===== config.mk =====
export PLATFORM = sky130hd
export DESIGN_NAME = sma_iter_unit
export DESIGN_NICKNAME = d
export VERILOG_FILES = /design/src/hdl/sma_pkg.sv /design/src/hdl/sma_iter_unit.sv
export SDC_FILE = /design/constraint.sdc
export NUM_CORES = 1
export LEC_CHECK = 0
export BUFFER_PORTS_ARGS = -buffer_cell sky130_fd_sc_hd__buf_2
export CAP_MARGIN = 40
export CORE_UTILIZATION = 40
export DETAILED_ROUTE_END_ITERATION = 8
export RECOVER_POWER = 100
export REMOVE_ABC_BUFFERS = 1
export SETUP_SLACK_MARGIN = 0.5
export SLEW_MARGIN = 15
export SYNTH_ARGS = -nofsm -noshare
export SYNTH_HDL_FRONTEND = slang
export SYNTH_SLANG_ARGS = --single-unit

===== constraint.sdc =====
create_clock -name aclk -period 6 [get_ports aclk]
set_input_delay 0 -clock aclk [delete_from_list [all_inputs] [get_ports aclk]]
set_output_delay 0 -clock aclk [all_outputs]
set_load 0.1 [all_outputs]

===== src/hdl/sma_pkg.sv =====
`default_nettype none

package sma_pkg;

    localparam int DATA_W    = 64;
    localparam int CMD_W     = 4;
    localparam int STATUS_W  = 2;
    localparam int DEPTH_W   = 11;
    localparam int STEP_W    = 6;
    localparam int S_FIELD_W = CMD_W + DATA_W;
    localparam int S_TDATA_W = ((S_FIELD_W + 7) / 8) * 8;
    localparam int M_FIELD_W = STATUS_W + 1 + DATA_W + DATA_W + DEPTH_W;
    localparam int M_TDATA_W = ((M_FIELD_W + 7) / 8) * 8;
    localparam int M_PAD_W   = M_TDATA_W - M_FIELD_W;

    typedef enum logic [CMD_W-1:0] {
        CMD_PUSH = 4'd0,
        CMD_ADD  = 4'd1,
        CMD_SUB  = 4'd2,
        CMD_MUL  = 4'd3,
        CMD_DIV  = 4'd4,
        CMD_MOD  = 4'd5,
        CMD_DUP  = 4'd6,
        CMD_DROP = 4'd7,
        CMD_SWAP = 4'd8,
        CMD_EQ   = 4'd9,
        CMD_NEQ  = 4'd10,
        CMD_EMIT = 4'd11
    } cmd_t;

    typedef enum logic [STATUS_W-1:0] {
        STAT_OK    = 2'd0,
        STAT_UNDER = 2'd1,
        STAT_OVER  = 2'd2,
        STAT_DIVZ  = 2'd3
    } status_t;

    typedef enum logic [1:0] {
        ST_IDLE,
        ST_EXEC,
        ST_ITER,
        ST_DONE
    } state_t;

    typedef struct packed {
        logic start;
        logic is_div;
    } iter_ctrl_t;

    typedef struct packed {
        logic busy;
        logic done;
    } iter_stat_t;

endpackage

`default_nettype wire


===== src/hdl/sma_iter_unit.sv =====
`default_nettype none

module sma_iter_unit (
    input  logic                          aclk,
    input  logic                          aresetn,
    input  sma_pkg::iter_ctrl_t           ctrl,
    input  logic [sma_pkg::DATA_W-1:0]    opa,
    input  logic [sma_pkg::DATA_W-1:0]    opb,
    output sma_pkg::iter_stat_t           stat,
    output logic [sma_pkg::DATA_W-1:0]    acc,
    output logic [sma_pkg::DATA_W-1:0]    quot
);
    import sma_pkg::*;

    logic              busy_reg, busy_next;
    logic              done_reg, done_next;
    logic              is_div_reg, is_div_next;
    logic [STEP_W-1:0] step_reg, step_next;
    logic [DATA_W-1:0] acc_reg, acc_next;
    logic [DATA_W-1:0] sh_reg, sh_next;     // multiplicand, or dividend/quotient
    logic [DATA_W-1:0] op_reg, op_next;     // multiplier, or divisor

    logic [DATA_W:0]   rem_sh;
    logic [DATA_W+1:0] add_x, add_y, add_sum;
    logic              add_cin;

    // one shared adder: accumulate for multiply, trial subtract for divide
    always_comb begin
        rem_sh = {acc_reg, sh_reg[DATA_W-1]};
        if (is_div_reg) begin
            add_x   = {1'b0, rem_sh};
            add_y   = ~{2'b00, op_reg};
            add_cin = 1'b1;
        end else begin
            add_x   = {2'b00, acc_reg};
            add_y   = op_reg[0] ? {2'b00, sh_reg} : '0;
            add_cin = 1'b0;
        end
        add_sum = add_x + add_y + {{(DATA_W+1){1'b0}}, add_cin};
    end

    always_comb begin
        busy_next   = busy_reg;
        done_next   = 1'b0;
        is_div_next = is_div_reg;
        step_next   = step_reg;
        acc_next    = acc_reg;
        sh_next     = sh_reg;
        op_next     = op_reg;
        if (ctrl.start) begin
            busy_next   = 1'b1;
            is_div_next = ctrl.is_div;
            step_next   = '0;
            acc_next    = '0;
            sh_next     = opa;
            op_next     = opb;
        end else if (busy_reg) begin
            step_next = step_reg + STEP_W'(1);
            if (step_reg == '1) begin
                busy_next = 1'b0;
                done_next = 1'b1;
            end
            if (is_div_reg) begin
                if (!add_sum[DATA_W+1]) begin
                    acc_next = add_sum[DATA_W-1:0];
                    sh_next  = {sh_reg[DATA_W-2:0], 1'b1};
                end else begin
                    acc_next = rem_sh[DATA_W-1:0];
                    sh_next  = {sh_reg[DATA_W-2:0], 1'b0};
                end
            end else begin
                acc_next = add_sum[DATA_W-1:0];
                sh_next  = {sh_reg[DATA_W-2:0], 1'b0};
                op_next  = {1'b0, op_reg[DATA_W-1:1]};
            end
        end
    end

    always_ff @(posedge aclk) begin
        if (!aresetn) begin
            busy_reg <= 1'b0;
            done_reg <= 1'b0;
        end else begin
            busy_reg <= busy_next;
            done_reg <= done_next;
        end
    end

    always_ff @(posedge aclk) begin
        is_div_reg <= is_div_next;
        step_reg   <= step_next;
        acc_reg    <= acc_next;
        sh_reg     <= sh_next;
        op_reg     <= op_next;
    end

    assign stat.busy = busy_reg;
    assign stat.done = done_reg;
    assign acc       = acc_reg;
    assign quot      = sh_reg;

endmodule

`default_nettype wire

Word-level counts from Yosys, hierarchy flattened
Cells that the tools add are included.

storage, ports and cells
  flip-flop bits (word level) = 201
  input port bits = 132
  output and inout bits = 130
  logic and storage cells = 35

cells by class
  add/subtract/negate cells = 3
  equal/unequal tests = 2
  muxes and demuxes = 17
  bitwise logic cells = 3
  reductions and logical operators = 3

operators with widths
  operator               number
  $mux W64               8
  $add A66 B1 Y66        1
  $add A66 B66 Y66       1
  $mux W66               1
  $not A64 Y66           1
  $mux W65               1
  $mux W1                7
  $add A6 B1 Y6 const B  1
  $eq A6 B6 Y1 const B   1
  $reduce_or A3 Y1       1
  $ne A2 B2 Y1 const B   1
  $not A1 Y1             2
  $reduce_and A2 Y1      1
  $reduce_bool A2 Y1     1

Logic depth before layout (Yosys ltp)
  depth in word-level cells = 8
  depth in mapped cells = 26
  gate-level depth less buffers = 21

Least setup slack after synthesis
OpenSTA, ideal clock, no wires.

  path kind = register to register
  start point = register is_div_reg
  end point = register acc_reg[60] (netlist: acc[60])
  library setup time = 0.070 ns
  arrival time = 5.101 ns
  data required time = 5.930 ns
  slack = 0.829 ns
  cell stages (with the launch flop) = 27
  path buffers = 6
  clock period less this slack = 5.171 ns
  cells stage by stage = edfxtp_1 > inv_1 > clkbuf_1 > clkbuf_1 > clkbuf_1 > nand3_1 > o21ai_0 > ha_1 > a21oi_1 > a21boi_0 > a41o_1 > a211o_1 > a31o_1 > a21o_2 > o21ai_4 > o221ai_2 > a22o_1 > o21ai_1 > a31oi_1 > ha_1 > and2_1 > clkbuf_1 > and2_1 > clkbuf_1 > clkbuf_1 > a22oi_1 > o21ai_1

between the ends
  cells in the longest elaborated chain, start to end = 5
  elaborated cells on any way between the ends = 7
  classes of those cells = 2 x add/sub; 5 x mux

RTL lines
  element                                      RTL line             text
  start, declared                              sma_iter_unit.sv:17  logic is_div_reg, is_div_next;
  start signal, assigned                       sma_iter_unit.sv:90  is_div_reg <= is_div_next;
  $mux W65 / $mux W66 (equally long branches)  sma_iter_unit.sv:30  if (is_div_reg) begin
  $add A66 B66 Y66                             sma_iter_unit.sv:39  add_sum = add_x + add_y + {{(DATA_W+1){1'b0}}, add_cin};
  $add A66 B1 Y66                              sma_iter_unit.sv:39
  $mux W64                                     sma_iter_unit.sv:64  if (!add_sum[DATA_W+1]) begin
  $mux W64 (*)                                 sma_iter_unit.sv:63  if (is_div_reg) begin
  end signal, assigned                         sma_iter_unit.sv:92  acc_reg <= acc_next;
  end, declared                                sma_iter_unit.sv:19  logic [DATA_W-1:0] acc_reg, acc_next;

Mark *: on every way between the ends. The rest lies on a longest branch, timed or not.
A chain may end at the register's enable or synchronous reset.

Worst setup path after layout
  start point = register is_div_reg
  end point = register acc_reg[61] (netlist: acc[61])

The elaborated chain is that of the path after synthesis.

==> reports/results.tsv <==
stage	metric	value	unit
status	status	finished, violations left	
status	violations	max-capacitance violations, max-slew violations	
sta	fin_crit_sh	88.3	%
min_path	hold-path-cell-count	3	
min_path	hold_path.class	in2reg	
sta	achievable-frequency	189	MHz
synthesis	synth_area_leaders	edfxtp_1 29%, mux2_2 16%, dfxtp_1 11%, ha_1 6.1%, o21ai_0 4.1%	
global_routing	grt-ovfl-total	0	
critical_path	reg2reg_from	is_div_reg	
critical_path	startpoint	is_div_reg	
critical_path	crit_required	6410	ps
critical_path	worst-path-buf-inv	1	
critical_path	cp-end-kind	flip-flop	
cts	cts_made_buffers	24	
final_layout	regArea	0.00532	sq mm
final_layout	stdcell_count	2163	
routing	wl_met2	17700	um
power_and_ir_drop	power.density	310	mW/mm^2
routing	drc	0	
final_layout	fillerInstances	3058	
global_routing	grt_pass1_vias	11300	
final_layout	multi_input_area	0.00764	sq mm
floorplan	num_rows	66	
cts	clkSinkCount	201	
critical_path	cp_max_fo	26	
final_layout	fin_util	52.2	%
critical_path	crit_cells	20	
critical_path	crit_path_cell_trace	buf_12, mux2_2, ha_1, nor2b_1, o2111a_1, o311a_1, nand3b_4, a31o_1, a21o_2, o21ai_4, o221ai_1, a22o_1, o21ai_1, a31oi_1, ha_1, nand2_2, nand2_1, nor2_1, a221oi_1, o21ai_1	
synthesis	avgSynthCellArea	9.90	sq um
synthesis	synth_area	0.0134	sq mm
power_and_ir_drop	internal-power	0.00314	W
critical_path	rr_worst_depth	20	
synthesis	synth.distinct_cells	71	
power_and_ir_drop	sequentialPowerShare	33.6	%
cts	cts_tree	built	
synthesis	synth-edff-count	129	
synthesis	yosysSeqAreaShare	39.6	%
floorplan	ios	262	
min_path	holdCritStartpoint	aresetn	
placed_design	hpwl	26900	um
synthesis	netlist_instances	1355	
synthesis	synth_ff_type	edfxtp_1	
sta	tightest_slew	2860	ps
routing	drt_iter0_markers	872	
floorplan	coreArea	0.0328	sq mm
routing	dr.pass1.iters	5	
synthesis	async_reset_ff_share	0	%
final_layout	antenna_cells	0	
cts	clk_pin_slew	70	ps
cts	clockBufferDepth	3	
routing	antenna_left	0	
placed_design	placed_cells	1986	
cts	htreeDepth	1	
routing	wl_per_cell	17.9	um
sta	report.final.slew_viol_count	255	
routing	top_layer	met5	
routing	postRouteWirelength	38700	um
run	drv_cap	5	
critical_path	crit_slowest_cell	edfxtp_1	
synthesis	yosys.area.top_type_share	28.9	%
sta	skew	15.3	ps
sta	rsz0062_at_grt	no	
floorplan	chipWidth	185	um
critical_path	cp_top_family	compound AO/OA/AOI/OAI gates	
routing	vias_per_cell	5.41	
power_and_ir_drop	p_comb_share	38.4	%
global_routing	track_usage	22.0	%
placed_design	placed_area	0.0151	sq mm
synthesis	synth_seq_cells	201	
sta	whs	285	ps
global_routing	grt_max_degree	64	
critical_path	cp.arrival	5710	ps
sta	setup_viol	0	
sta	maxSlewHeadroom	-90.5	%
synthesis	yosys-top-cells-count	191 x mux2_2, 129 x edfxtp_1, 111 x o21ai_0, 107 x nand2_1, 84 x a21oi_1	
routing	dr_total_vias	11700	
power_and_ir_drop	switching_power	0.00215	W
sta	finalCriticalPeriod	5300	ps
global_routing	antenna_found_initial	1	
synthesis	yosys_warnings	0	
power_and_ir_drop	power_leakage	6.78	nW
power_and_ir_drop	clockPowerShare	28.0	%
floorplan	start_util	40.9	%
cts	insertion_delay	530	ps
routing	drt-met1-wl	18400	um
global_routing	grt_first_pass_wirelength	60200	um
sta	hold_viol_final	0	
placed_design	io_buffers	261	
routing	wl_met3	1710	um
floorplan	dieArea	0.0343	sq mm
power_and_ir_drop	peakVddDrop	0.237	mV
placed_design	gp_congestion	0.893	
critical_path	cpPeakStageDelay	440	ps
final_layout	design_area	0.0171	sq mm
synthesis	synth_most_common_cell	mux2_2	
cts	cts_root_buf	clkbuf_16	
critical_path	critPathKind	reg2reg	
final_layout	finalNetCount	1902	
synthesis	yosysTopAreaCell	edfxtp_1	
final_layout	area_delta_synth_final	27.4	%
floorplan	die_h	185	um
final_layout	drive_above_1_share	23.2	%
power_and_ir_drop	switching_share	40.6	%
critical_path	start_kind	flip-flop	
[what timing repair did]
action / 4_1_cts / 5_1_grt
buffers inserted: 0 / 1
hold buffers: 131 / 0
endpoints found under the hold margin: 155 / 0
resized for setup: 0 / 12
setup endpoints to repair: 0 / 63
[power by group through the flow]
| stage | sequential, W | clock [W] | combinational [W] |
|---|---|---|---|
| after floorplan | 0.00246 | 0 | 0.000866 |
| after global placement | 0.00180 | 0 | 0.00196 |
| after detailed placement | 0.00180 | 0 | 0.00198 |
| after CTS | 0.00177 | 0.00151 | 0.00205 |
| after global routing | 0.00180 | 0.00157 | 0.00218 |
| final | 0.00178 | 0.00148 | 0.00203 |
[tightest hold or removal path, stage by stage]
cell,delay (ps)
dlygate4sd3_1,540
buf_2,120
nor2b_1,110
[logic make-up after synthesis]
kind of cell	synth area share (%)
compound gates	18.7
mux	16.6
buf+inv	3.53
xor+xnor	3.98
flops	39.6
fa+ha+maj	6.36
simple gates	11.2
[per-layer routing]
layer	vias up	GRT usage (%)
met2	331	36.2
met3	51	2.77
li1	5808	-
met5	-	0
met1	5501	30.3
met4	2	5.55
[through the flow]
stage	setup TNS, ps	power [W]	worst slack (ps)
after floorplan	-137990	0.00333	-2480
after global placement	0	0.00376	553
after detailed placement	0	0.00378	622
after CTS	0	0.00534	568
after global routing	0	0.00555	261
final	0	0.00529	701
[final timing paths]
path | endpoint | slack, ps
min reg2reg | step_reg[5] | 490
max reg2reg | acc[61] | 700
min | busy_reg | 290
max | acc[61] | 700
[placed cells by master (no fill, tap or decap), types with 32 or more instances in the layout]
cell and instances:
mux2_2 189, clkbuf_1 143, dlygate4sd3_1 131, buf_2 130, edfxtp_1 129, o21ai_0 122, nand2_1 106, a21oi_1 83
nand3_1 80, dfxtp_1 71, nor2_1 65, ha_1 65, xnor2_1 35, a22oi_1 32
[layout make-up]
class,instances,area share [%]
flip-flops and latches,201,31.1
inverters,23,0.666
clock buffers,34,3.86
well taps,442,3.23
repair buffers,417,15.7
clock inverters,10,0.724
multi-input cells,1036,44.7
Power figures use the tool's default switching activity.
